<file path="config.mk">
export PLATFORM = sky130hd
export DESIGN_NAME = encoder_position_angle_index_check
export DESIGN_NICKNAME = d
export VERILOG_FILES = /design/src/hdl/epaic_pkg.sv /design/src/hdl/epaic_sdiv.sv /design/src/hdl/epaic_mod360.sv /design/src/hdl/encoder_position_angle_index_check.sv
export SDC_FILE = /design/constraint.sdc
export NUM_CORES = 2
export LEC_CHECK = 0
export BUFFER_PORTS_ARGS = -buffer_cell sky130_fd_sc_hd__buf_4
export CAP_MARGIN = 0
export CORE_MARGIN = 1
export CORE_UTILIZATION = 50
export CTS_CLUSTER_DIAMETER = 150
export CTS_CLUSTER_SIZE = 10
export DETAILED_ROUTE_END_ITERATION = 10
export PLACE_DENSITY = 0.73
export SLEW_MARGIN = 20
export SYNTH_ARGS = -nofsm -noshare
export SYNTH_HDL_FRONTEND = slang
export SYNTH_SLANG_ARGS = --single-unit
</file>
<file path="constraint.sdc">
create_clock -name clk -period 8.6 [get_ports clk]
set_input_delay 0.43 -clock clk [delete_from_list [all_inputs] [get_ports clk]]
set_output_delay 0.43 -clock clk [all_outputs]
set_load 0.01 [all_outputs]
</file>
<file path="src/hdl/epaic_pkg.sv">
package epaic_pkg;

    // Configuration port geometry and register indexes.
    localparam int CFG_IDX_W  = 3;
    localparam int CFG_DATA_W = 15;

    localparam logic [CFG_IDX_W-1:0] CFG_RESOLUTION = 3'd0;
    localparam logic [CFG_IDX_W-1:0] CFG_POLES      = 3'd1;
    localparam logic [CFG_IDX_W-1:0] CFG_OFFSET     = 3'd2;
    localparam logic [CFG_IDX_W-1:0] CFG_TOLERANCE  = 3'd3;
    localparam logic [CFG_IDX_W-1:0] CFG_USE_INDEX  = 3'd4;

    // Register reset values.
    localparam logic [14:0] RESOLUTION_RST = 15'd14400;
    localparam logic [5:0]  POLES_RST      = 6'd1;
    localparam logic [10:0] TOLERANCE_RST  = 11'd90;

    // Serial divider geometry: a 32-bit dividend magnitude over a 15-bit divisor.
    localparam int DIV_W   = 32;
    localparam int DEN_W   = 15;
    localparam int STEP_W  = 5;
    localparam logic [STEP_W-1:0] LAST_STEP = STEP_W'(DIV_W - 1);

    // Angle arithmetic constants.
    localparam int DEG_W = 9;
    localparam logic [DEG_W-1:0] DEG_FULL = 9'd360;
    localparam logic [14:0] DEG_FULL_W = 15'd360;
    localparam logic signed [29:0] TOL_SCALE = 30'sd3600;
    localparam logic signed [17:0] COUNT_MARGIN = 18'sd16;

    typedef struct packed {
        logic signed [15:0] count_sample;
        logic               index_level;
        logic               index_event;
    } sample_t;

    typedef struct packed {
        logic [8:0]         electrical_angle;
        logic [15:0]        position_fraction;
        logic signed [15:0] corrected_count;
        logic               dirty_warning;
        logic               broken_warning;
    } result_t;

    // Sequencing of the serial units: load new operands, or advance one bit.
    typedef struct packed {
        logic load;
        logic step;
    } div_ctl_t;

endpackage

</file>
<file path="src/hdl/epaic_sdiv.sv">
module epaic_sdiv (
    input  logic                        clk,
    input  epaic_pkg::div_ctl_t         ctl,
    input  logic [epaic_pkg::DIV_W-1:0] dividend,
    input  logic [epaic_pkg::DEN_W-1:0] divisor,
    output logic [epaic_pkg::DIV_W-1:0] quotient,
    output logic                        qbit
);
    import epaic_pkg::*;

    // Restoring division, one quotient bit per step, most significant first.
    // Quotient bits shift into the low end of the dividend register.
    logic [DIV_W-1:0] num_reg;
    logic [DIV_W-1:0] num_next;
    logic [DEN_W-1:0] rem_reg;
    logic [DEN_W-1:0] rem_next;
    logic [DEN_W-1:0] den_reg;
    logic [DEN_W:0]   trial;

    always_comb
    begin
        trial    = {rem_reg, num_reg[DIV_W-1]};
        qbit     = (trial >= {1'b0, den_reg});
        rem_next = qbit ? DEN_W'(trial - {1'b0, den_reg}) : trial[DEN_W-1:0];
        num_next = {num_reg[DIV_W-2:0], qbit};
    end

    always_ff @(posedge clk)
    begin
        if (ctl.load)
        begin
            num_reg <= dividend;
            rem_reg <= '0;
            den_reg <= divisor;
        end
        else if (ctl.step)
        begin
            num_reg <= num_next;
            rem_reg <= rem_next;
        end
    end

    assign quotient = num_reg;

endmodule

</file>
<file path="src/hdl/epaic_mod360.sv">
module epaic_mod360 (
    input  logic                        clk,
    input  epaic_pkg::div_ctl_t         ctl,
    input  logic                        qbit,
    output logic [epaic_pkg::DEG_W-1:0] residue
);
    import epaic_pkg::*;

    // Running remainder modulo 360 of a value that arrives one bit per step,
    // most significant bit first.
    logic [DEG_W-1:0] r_reg;
    logic [DEG_W-1:0] r_next;
    logic [DEG_W:0]   t;

    always_comb
    begin
        t      = {r_reg, qbit};
        r_next = (t >= {1'b0, DEG_FULL}) ? DEG_W'(t - {1'b0, DEG_FULL}) : t[DEG_W-1:0];
    end

    always_ff @(posedge clk)
    begin
        if (ctl.load)
        begin
            r_reg <= '0;
        end
        else if (ctl.step)
        begin
            r_reg <= r_next;
        end
    end

    assign residue = r_reg;

endmodule

</file>
<file path="src/hdl/encoder_position_angle_index_check.sv">
// Quadrature encoder position to electrical angle with index checks. Each request
// carries one counter sample with the index pin level and an index event flag, and
// yields one result: the electrical angle in degrees (offset plus
// count * 360 * poles / resolution, wrapped into 0..359), the position as a 16-bit
// fraction of a revolution, the corrected count and the dirty and broken index
// warnings. After a request is accepted, the block passes through a multiplication
// state, an index check state, a division state in which two bit-serial restoring
// dividers run side by side (the angle quotient and the position fraction, both
// over the resolution), and a final state that assembles the result and loads it
// into the result register. The angle quotient is reduced modulo 360 bit by bit as
// its quotient bits come out of the divider. A new request is taken once the
// previous one has moved into the output register, which holds the result while
// the receiver stalls; a stall still on when the next result is ready keeps the
// block in its final state and delays the next request. Configuration is
// written through its own port, which is always ready, and should only be written
// while no request is in flight; a resolution of zero is treated as one.
module encoder_position_angle_index_check (
    input  logic                            clk,
    input  logic                            rst_n,
    input  logic                            sample_valid,
    output logic                            sample_stall,
    input  epaic_pkg::sample_t              sample,
    output logic                            result_valid,
    input  logic                            result_stall,
    output epaic_pkg::result_t              result,
    input  logic                            cfg_valid,
    output logic                            cfg_ready,
    input  logic [epaic_pkg::CFG_IDX_W-1:0] cfg_index,
    input  logic [epaic_pkg::CFG_DATA_W-1:0] cfg_data
);
    import epaic_pkg::*;

    typedef enum logic [4:0] {
        S_IDLE  = 5'b00001,
        S_MUL   = 5'b00010,
        S_CHECK = 5'b00100,
        S_DIV   = 5'b01000,
        S_FIN   = 5'b10000
    } state_t;

    state_t state_reg;
    state_t state_next;
    logic [STEP_W-1:0] cnt_reg;
    logic [STEP_W-1:0] cnt_next;

    // Configuration registers.
    logic [14:0]        res_reg;
    logic [5:0]         poles_reg;
    logic signed [9:0]  offset_reg;
    logic [10:0]        tol_reg;
    logic               use_index_reg;

    // Block state that persists across requests.
    logic               index_seen_reg;
    logic               index_seen_next;
    logic signed [15:0] prev_reg;
    logic signed [15:0] prev_next;

    // Per-request working registers.
    sample_t            smp_reg;
    logic [31:0]        prod_reg;
    logic [25:0]        x_reg;
    logic signed [29:0] p1_reg;
    logic signed [29:0] p2_reg;
    logic signed [15:0] count_out_reg;
    logic               dirty_reg;
    logic               broken_reg;

    result_t            result_reg;
    result_t            result_next;
    logic               result_valid_reg;
    logic               result_valid_next;

    logic               sample_accept;
    logic               fin_load;
    logic [14:0]        res_eff;

    // Multiplication stage.
    logic [15:0]        mag_s;
    logic [14:0]        deg_mult;
    logic signed [17:0] diff;

    // Index check stage.
    logic               seen_now;
    logic               checks_on;
    logic signed [17:0] cs;
    logic signed [17:0] res18;
    logic signed [17:0] c1;
    logic signed [17:0] c2;
    logic signed [29:0] x_s;
    logic               out_range;
    logic               dirty_now;
    logic               broken_now;
    logic signed [15:0] count_now;
    logic [15:0]        cmag;

    // Serial units.
    div_ctl_t           div_ctl;
    logic [DIV_W-1:0]   deg_quot;
    logic [DIV_W-1:0]   frac_quot;
    logic               deg_qbit;
    logic               frac_qbit;
    logic [DEG_W-1:0]   deg_residue;

    // Result assembly.
    logic [DEG_W-1:0]   qm;
    logic signed [10:0] o;
    logic signed [10:0] o2;
    logic [DEG_W:0]     s;
    logic [DEG_W-1:0]   angle;
    logic [15:0]        frac;

    assign cfg_ready     = 1'b1;
    assign sample_stall  = (state_reg != S_IDLE);
    assign sample_accept = sample_valid && !sample_stall;
    assign res_eff       = (res_reg == '0) ? 15'd1 : res_reg;

    // Multiplications: the angle numerator magnitude, the threshold product, and
    // the previous count terms scaled by 3600 so that the threshold compares need
    // no division.
    always_comb
    begin
        mag_s    = smp_reg.count_sample[15] ? 16'(16'd0 - $unsigned(smp_reg.count_sample))
                                            : $unsigned(smp_reg.count_sample);
        deg_mult = 15'(poles_reg) * DEG_FULL_W;
        diff     = $signed({3'b000, res_eff}) - 18'(prev_reg);
    end

    // Index checks and the broken-index wrap.
    always_comb
    begin
        seen_now   = index_seen_reg | (use_index_reg & smp_reg.index_event);
        checks_on  = use_index_reg & seen_now;
        cs         = 18'(smp_reg.count_sample);
        res18      = $signed({3'b000, res_eff});
        x_s        = $signed({4'b0000, x_reg});
        out_range  = (cs < -COUNT_MARGIN) || (cs > (res18 + COUNT_MARGIN));
        // The dirty window threshold < prev < resolution - threshold, with both
        // sides multiplied through by 3600.
        dirty_now  = checks_on & smp_reg.index_level & (x_s < p1_reg) & (x_s < p2_reg);
        broken_now = checks_on & ~smp_reg.index_level & out_range;
        c1         = (cs < 18'sd0) ? (cs + res18) : cs;
        c2         = (c1 >= res18) ? (c1 - res18) : c1;
        count_now  = broken_now ? $signed(c2[15:0]) : smp_reg.count_sample;
        cmag       = count_now[15] ? 16'(16'd0 - $unsigned(count_now)) : $unsigned(count_now);
    end

    always_comb
    begin
        div_ctl.load = (state_reg == S_CHECK);
        div_ctl.step = (state_reg == S_DIV);
    end

    epaic_sdiv u_deg_div (
        .clk      (clk),
        .ctl      (div_ctl),
        .dividend (prod_reg),
        .divisor  (res_eff),
        .quotient (deg_quot),
        .qbit     (deg_qbit)
    );

    epaic_sdiv u_frac_div (
        .clk      (clk),
        .ctl      (div_ctl),
        .dividend ({cmag, 16'h0000}),
        .divisor  (res_eff),
        .quotient (frac_quot),
        .qbit     (frac_qbit)
    );

    epaic_mod360 u_deg_mod (
        .clk     (clk),
        .ctl     (div_ctl),
        .qbit    (deg_qbit),
        .residue (deg_residue)
    );

    // Result assembly. The angle quotient residue takes the sign of the sample, the
    // offset is reduced into 0..359 on its own, and one final subtract folds the sum.
    always_comb
    begin
        if (smp_reg.count_sample[15] && (deg_residue != '0))
        begin
            qm = DEG_W'(DEG_FULL - deg_residue);
        end
        else
        begin
            qm = deg_residue;
        end
        o = 11'(offset_reg);
        if (o < 11'sd0)
        begin
            o2 = (o >= -11'sd360) ? (o + 11'sd360) : (o + 11'sd720);
        end
        else
        begin
            o2 = (o >= 11'sd360) ? (o - 11'sd360) : o;
        end
        s     = {1'b0, qm} + {1'b0, o2[DEG_W-1:0]};
        angle = (s >= {1'b0, DEG_FULL}) ? DEG_W'(s - {1'b0, DEG_FULL}) : s[DEG_W-1:0];
        frac  = count_out_reg[15] ? 16'(16'd0 - frac_quot[15:0]) : frac_quot[15:0];

        result_next.electrical_angle  = angle;
        result_next.position_fraction = frac;
        result_next.corrected_count   = count_out_reg;
        result_next.dirty_warning     = dirty_reg;
        result_next.broken_warning    = broken_reg;
    end

    assign fin_load = (state_reg == S_FIN) && (!result_valid_reg || !result_stall);

    always_comb
    begin
        state_next      = state_reg;
        cnt_next        = cnt_reg;
        index_seen_next = index_seen_reg;
        prev_next       = prev_reg;
        case (state_reg)
            S_IDLE:
            begin
                if (sample_accept)
                begin
                    state_next = S_MUL;
                end
            end
            S_MUL:
            begin
                state_next = S_CHECK;
            end
            S_CHECK:
            begin
                index_seen_next = seen_now;
                if (checks_on)
                begin
                    prev_next = count_now;
                end
                cnt_next   = '0;
                state_next = S_DIV;
            end
            S_DIV:
            begin
                cnt_next = cnt_reg + 1'b1;
                if (cnt_reg == LAST_STEP)
                begin
                    state_next = S_FIN;
                end
            end
            S_FIN:
            begin
                if (fin_load)
                begin
                    state_next = S_IDLE;
                end
            end
            default:
            begin
                state_next = S_IDLE;
            end
        endcase

        result_valid_next = result_valid_reg && result_stall;
        if (fin_load)
        begin
            result_valid_next = 1'b1;
        end
    end

    // Control, configuration and persistent state.
    always_ff @(posedge clk or negedge rst_n)
    begin
        if (!rst_n)
        begin
            state_reg        <= S_IDLE;
            cnt_reg          <= '0;
            res_reg          <= RESOLUTION_RST;
            poles_reg        <= POLES_RST;
            offset_reg       <= '0;
            tol_reg          <= TOLERANCE_RST;
            use_index_reg    <= 1'b0;
            index_seen_reg   <= 1'b0;
            prev_reg         <= '0;
            result_valid_reg <= 1'b0;
        end
        else
        begin
            state_reg        <= state_next;
            cnt_reg          <= cnt_next;
            index_seen_reg   <= index_seen_next;
            prev_reg         <= prev_next;
            result_valid_reg <= result_valid_next;
            if (cfg_valid && cfg_ready)
            begin
                case (cfg_index)
                    CFG_RESOLUTION: res_reg       <= cfg_data[14:0];
                    CFG_POLES:      poles_reg     <= cfg_data[5:0];
                    CFG_OFFSET:     offset_reg    <= $signed(cfg_data[9:0]);
                    CFG_TOLERANCE:  tol_reg       <= cfg_data[10:0];
                    CFG_USE_INDEX:  use_index_reg <= cfg_data[0];
                    default:        ;
                endcase
            end
        end
    end

    // Payload registers.
    always_ff @(posedge clk)
    begin
        if (sample_accept)
        begin
            smp_reg <= sample;
        end
        if (state_reg == S_MUL)
        begin
            prod_reg <= 32'(mag_s) * 32'(deg_mult);
            x_reg    <= 26'(res_eff) * 26'(tol_reg);
            p1_reg   <= 30'(prev_reg) * TOL_SCALE;
            p2_reg   <= 30'(diff) * TOL_SCALE;
        end
        if (state_reg == S_CHECK)
        begin
            count_out_reg <= count_now;
            dirty_reg     <= dirty_now;
            broken_reg    <= broken_now;
        end
        if (fin_load)
        begin
            result_reg <= result_next;
        end
    end

    assign result_valid = result_valid_reg;
    assign result       = result_reg;

endmodule
</file>
[Word-level counts from Yosys, hierarchy flattened]
Cells that the tools add are included.
Operators by class
  $lt $le $gt $ge: 13
  equal/unequal tests: 14
  $mul: 5
  add/subtract/negate cells: 17
  bitwise operators: 9
  muxes and demuxes: 25
  reductions and logical operators: 20
Operators with widths (count)
  $mux W32: 3
  $mux W16: 5
  $lt A27 B30 Y1: 2
  $mux W9: 6
  $sub A1 B16 Y16 const A: 3
  $mux W15: 3
  $ge A16 B15 Y1: 2
  $mux W31: 1
  $sub A15 B15 Y15: 2
  $mul A16 B12 Y28: 1
  $sub A9 B9 Y9 const B: 3
  $mul A15 B11 Y26: 1
  $mul A17 B9 Y26 const B: 1
  $mul A16 B9 Y25 const B: 1
  $pmux W5 S5: 1
  $ge A10 B10 Y1 const B: 2
  $ge A10 B9 Y1 const B: 2
  $add A9 B9 Y9 const B: 2
  $ge A18 B16 Y1: 1
  $mux W18: 1
  $add A16 B16 Y17: 1
  $gt A16 B17 Y1: 1
  $sub A16 B16 Y17: 1
  $add A15 B5 Y16 const B: 1
  34 further kinds: 56
Storage, ports and cells
  input bits: 41
  register bits: 374
  logic and storage cells: 136
  output and inout port bits: 46

[Depth between registers and ports, before layout]
  word-level depth: 10
  mapped depth: 34
  depth with buffers taken out: 34

[Hierarchy]
A second synthesis with hierarchy kept.
Second synthesis, totals
  cell total of the unflattened synthesis: 3756
  area total of the unflattened synthesis: 37644.9 sq um
Modules (own cells, without submodules)
  encoder_position_angle_index_check: cells an instance 3149, sequential area each 7194.4 sq um, times used 1, area an instance 30377.9 sq um
  epaic_sdiv: cells an instance 277, sequential area each 1711.6 sq um, times used 2, area an instance 3387.0 sq um
  epaic_mod360: cells an instance 53, sequential area each 180.2 sq um, times used 1, area an instance 493.0 sq um

[Least setup slack after synthesis]
Ideal clock, no wire load.
  path kind: register to register
  start point: reg poles_reg[0]
  end point: reg prod_reg[29] (data pin)
  buffers on the path: 0
  stages on the path, launching flop included: 31
  required time: 8.342 ns
  setup time: 0.258 ns
  setup slack: -0.056 ns
  arrival time: 8.399 ns
  clock period less this slack: 8.656 ns
  path through: dfstp_2 -> ha_1 -> ha_1 -> inv_1 -> fa_1 -> inv_1 -> ha_1 -> a21o_1 -> a21oi_1 -> o21bai_1 -> a21oi_1 -> o21bai_1 -> a21oi_1 -> xor2_1 -> nor2_1 -> fa_1 -> fa_1 -> fa_1 -> fa_1 -> inv_1 -> fa_1 -> inv_1 -> ha_1 -> or2_2 -> a21oi_1 -> a31oi_1 -> a41o_1 -> or4b_2 -> a31o_2 -> a21oi_1 -> xnor2_1
Between the ends
  word-level cells in the longest chain between the ends: 2
Ends and longest elaborated chain
  from (decl): line encoder_position_angle_index_check.sv:48  | logic [5:0] poles_reg;
  from (signal assigned): line encoder_position_angle_index_check.sv:296  | CFG_POLES: poles_reg <= cfg_data[5:0];
  $mul A6 B6 Y12: line encoder_position_angle_index_check.sv:125  | deg_mult = 15'(poles_reg) * DEG_FULL_W;
  $mul A16 B12 Y28: line encoder_position_angle_index_check.sv:315  | prod_reg <= 32'(mag_s) * 32'(deg_mult);
  to (signal assigned): line encoder_position_angle_index_check.sv:315
  to (decl): line encoder_position_angle_index_check.sv:61  | logic [31:0] prod_reg;
Every way passes these cells.
A chain may end at the register's enable or synchronous reset.

[Worst setup path after layout]
  start point: reg poles_reg[3]
  end point: reg prod_reg[29] (data pin)
Same word-level chain as after synthesis.

==> reports/metrics.csv <==
metric;value;unit
finalWeightedCongestion;0.9562;
design.core.area;71850;um^2
startpoint_type;flop;
syn_area;36520;um^2
grt_pass1_wl;141.5;mm
drtIter0Drc;2125;
die_h;272.3;um
totalWireLength;87.50;mm
ctsRootBufferMaster;clkbuf_16;
slew_headroom;24.20;%
clk-insertion-delay-late;590;ps
die_width;272.3;um
ys_warn_count;0;
clock-sinks;369;
worst_path_largest_cell_delay;610;ps
crit_path_end;prod_reg[29];
place_ws;-97.12;ps
antenna_found_initial;5;
crit_start;poles_reg[3];
clk_pin_slew_worst_paths;70;ps
final_common_cell;inv_1;
fin_crit_sh;96.09;%
synth_cells;3822;
grt_max_degree;74;
holdWs;23.74;ps
ys_seq_area_share;27.90;%
htreeDepth;2;
design_area;39820;um^2
viasPerCell;5.501;
async_flop_share;19.24;%
drv_cap;0;
dpl.hpwl;66.97;mm
largest_reg_flops;43;
nNetsFinal;4690;
ff2ff_path_depth;33;
dp_cells;4799;
cts_tree;built;
initial_core_util;50.82;%
dpl_cell_area;38340;um^2
min_period;8264;ps
hold_viol_final;0;
ys.flop_type;edfxtp_1;
finalMaxSlewViolations;0;
num-fill-cells;6405;
num_vias;26890;
layout_setup_ws;336.1;ps
crit_slowest_cell;or4b_2;
rows;98;
final_layout_size_suffix_gt1_share;8.814;%
syn_nets;4609;
ff2ff_setup_slack;340;ps
dr.pass1.iters;6;
required;8920;ps
grt_use_total;23.98;%
dieArea;74120;um^2
clockBufferDepth;3;
numCtsBuffers;42;
ant_nets;0;
r2r_start;poles_reg[3];
fin_cells;4888;
layout_common_cells;inv_1, nand2_1, ha_1, fa_1, edfxtp_1;
max_freq;121.0;MHz
grt.overflow.total;0;
path_max_fanout;8;
final-setup-viol-count;0;
fin_skew;18.71;ps
reg2reg_to;prod_reg[29];
status;completed;
area_growth;9.038;%
cp_data_arrival_time;8580;ps
worst_pin_slew;1125;ps
io_pins;87;
post_drt_wl_per_cell;17.90;um
cp-end-kind;flop;
port_buffers;85;
crit_type;reg -> reg;
hp-class;in -> reg;
syn_area_per_cell;9.555;um^2
first_global_vias;26620;
synth_cell_type_count;100;
ys_ff_latch;369;
synth_edf_count;243;
drc;0;
[stage by stage]
step / TNS (ps) / util (%)
after floorplan: 0 / -
after global placement: 0 / 53.35
after detailed placement: -242.2 / 53.35
after CTS: 0 / 55.15
after global routing: -16.86 / 55.41
final: 0 / 55.42
[cell type report]
class	count	area (um^2)	area share [%]
multi-input cells	2721	23700	59.51
flip-flops and latches	369	10190	25.58
inverters	606	2275	5.712
repair buffers	163	1237	3.108
well taps	950	1189	2.985
clock buffers	75	1175	2.951
clock inverters	3	56.30	0.1414
diodes	1	2.502	0.006284
[cells in the mapped netlist, types with 55 or more instances]
| cell type | count | area share [%] |
|---|---|---|
| and2_1 | 99 | 1.7 |
| a21oi_1 | 132 | 1.8 |
| fa_1 | 324 | 18 |
| inv_1 | 601 | 6.2 |
| xor2_1 | 58 | 1.4 |
| dfrtp_1 | 61 | 4.2 |
| dfxtp_1 | 55 | 3.0 |
| xnor2_1 | 163 | 3.9 |
| ha_1 | 422 | 14 |
| edfxtp_1 | 243 | 20 |
| nand3_1 | 55 | 0.75 |
| a21o_1 | 55 | 1.1 |
| nand2_1 | 486 | 5.0 |
| nor2_1 | 193 | 2.0 |
| clkbuf_1 | 105 | 1.1 |
| o21ai_0 | 162 | 2.2 |
[critical path, delay by kind of cell, from the launching register on]
family	cells	cell delay, ps
xor+xnor	2	150
compound gates	9	1490
simple gates	4	910
buf+inv	8	640
fa+ha+maj	10	4420
flops	1	400
[worst min path at each step]
stage                      startpoint         end  slack, ps  cells after the start
global placement     count_out_reg[7]   result[9]        400                      0
finish                      sample[4]       cs[2]         20                      1
detailed placement  count_out_reg[11]  result[13]        410                      0
CTS                         sample[4]       cs[2]        0.5                      1
global route               sample[13]      cs[11]          4                      1
floorplan                       rst_n  cnt_reg[0]        130                      0
[metal layers]
metal  global-route usage [%]  wire length (um)
met1                    33.76             39110
met2                    37.91             39260
met3                    4.452              6885
met4                    6.313              2208
met5                        0                36
[logic make-up after synthesis]
family | synth area share [%]
flops | 27.90
xor+xnor | 5.300
compound gates | 10.61
mux | 2.111
other cells | 0.01027
buf+inv | 7.805
simple gates | 14.05
fa+ha+maj | 32.22
[what timing repair did]
item,CTS,global route
cloned,0,0
pin swaps,2,19
endpoints found under the setup margin,3,5
hold endpoints to repair,3,61
resized for setup,3,25
buffers inserted,2,4
hold buffers,3,1
Power is left out: the tool's default activity adds up to more than one toggle a clock period on the data nets, which glitch-free logic cannot reach.
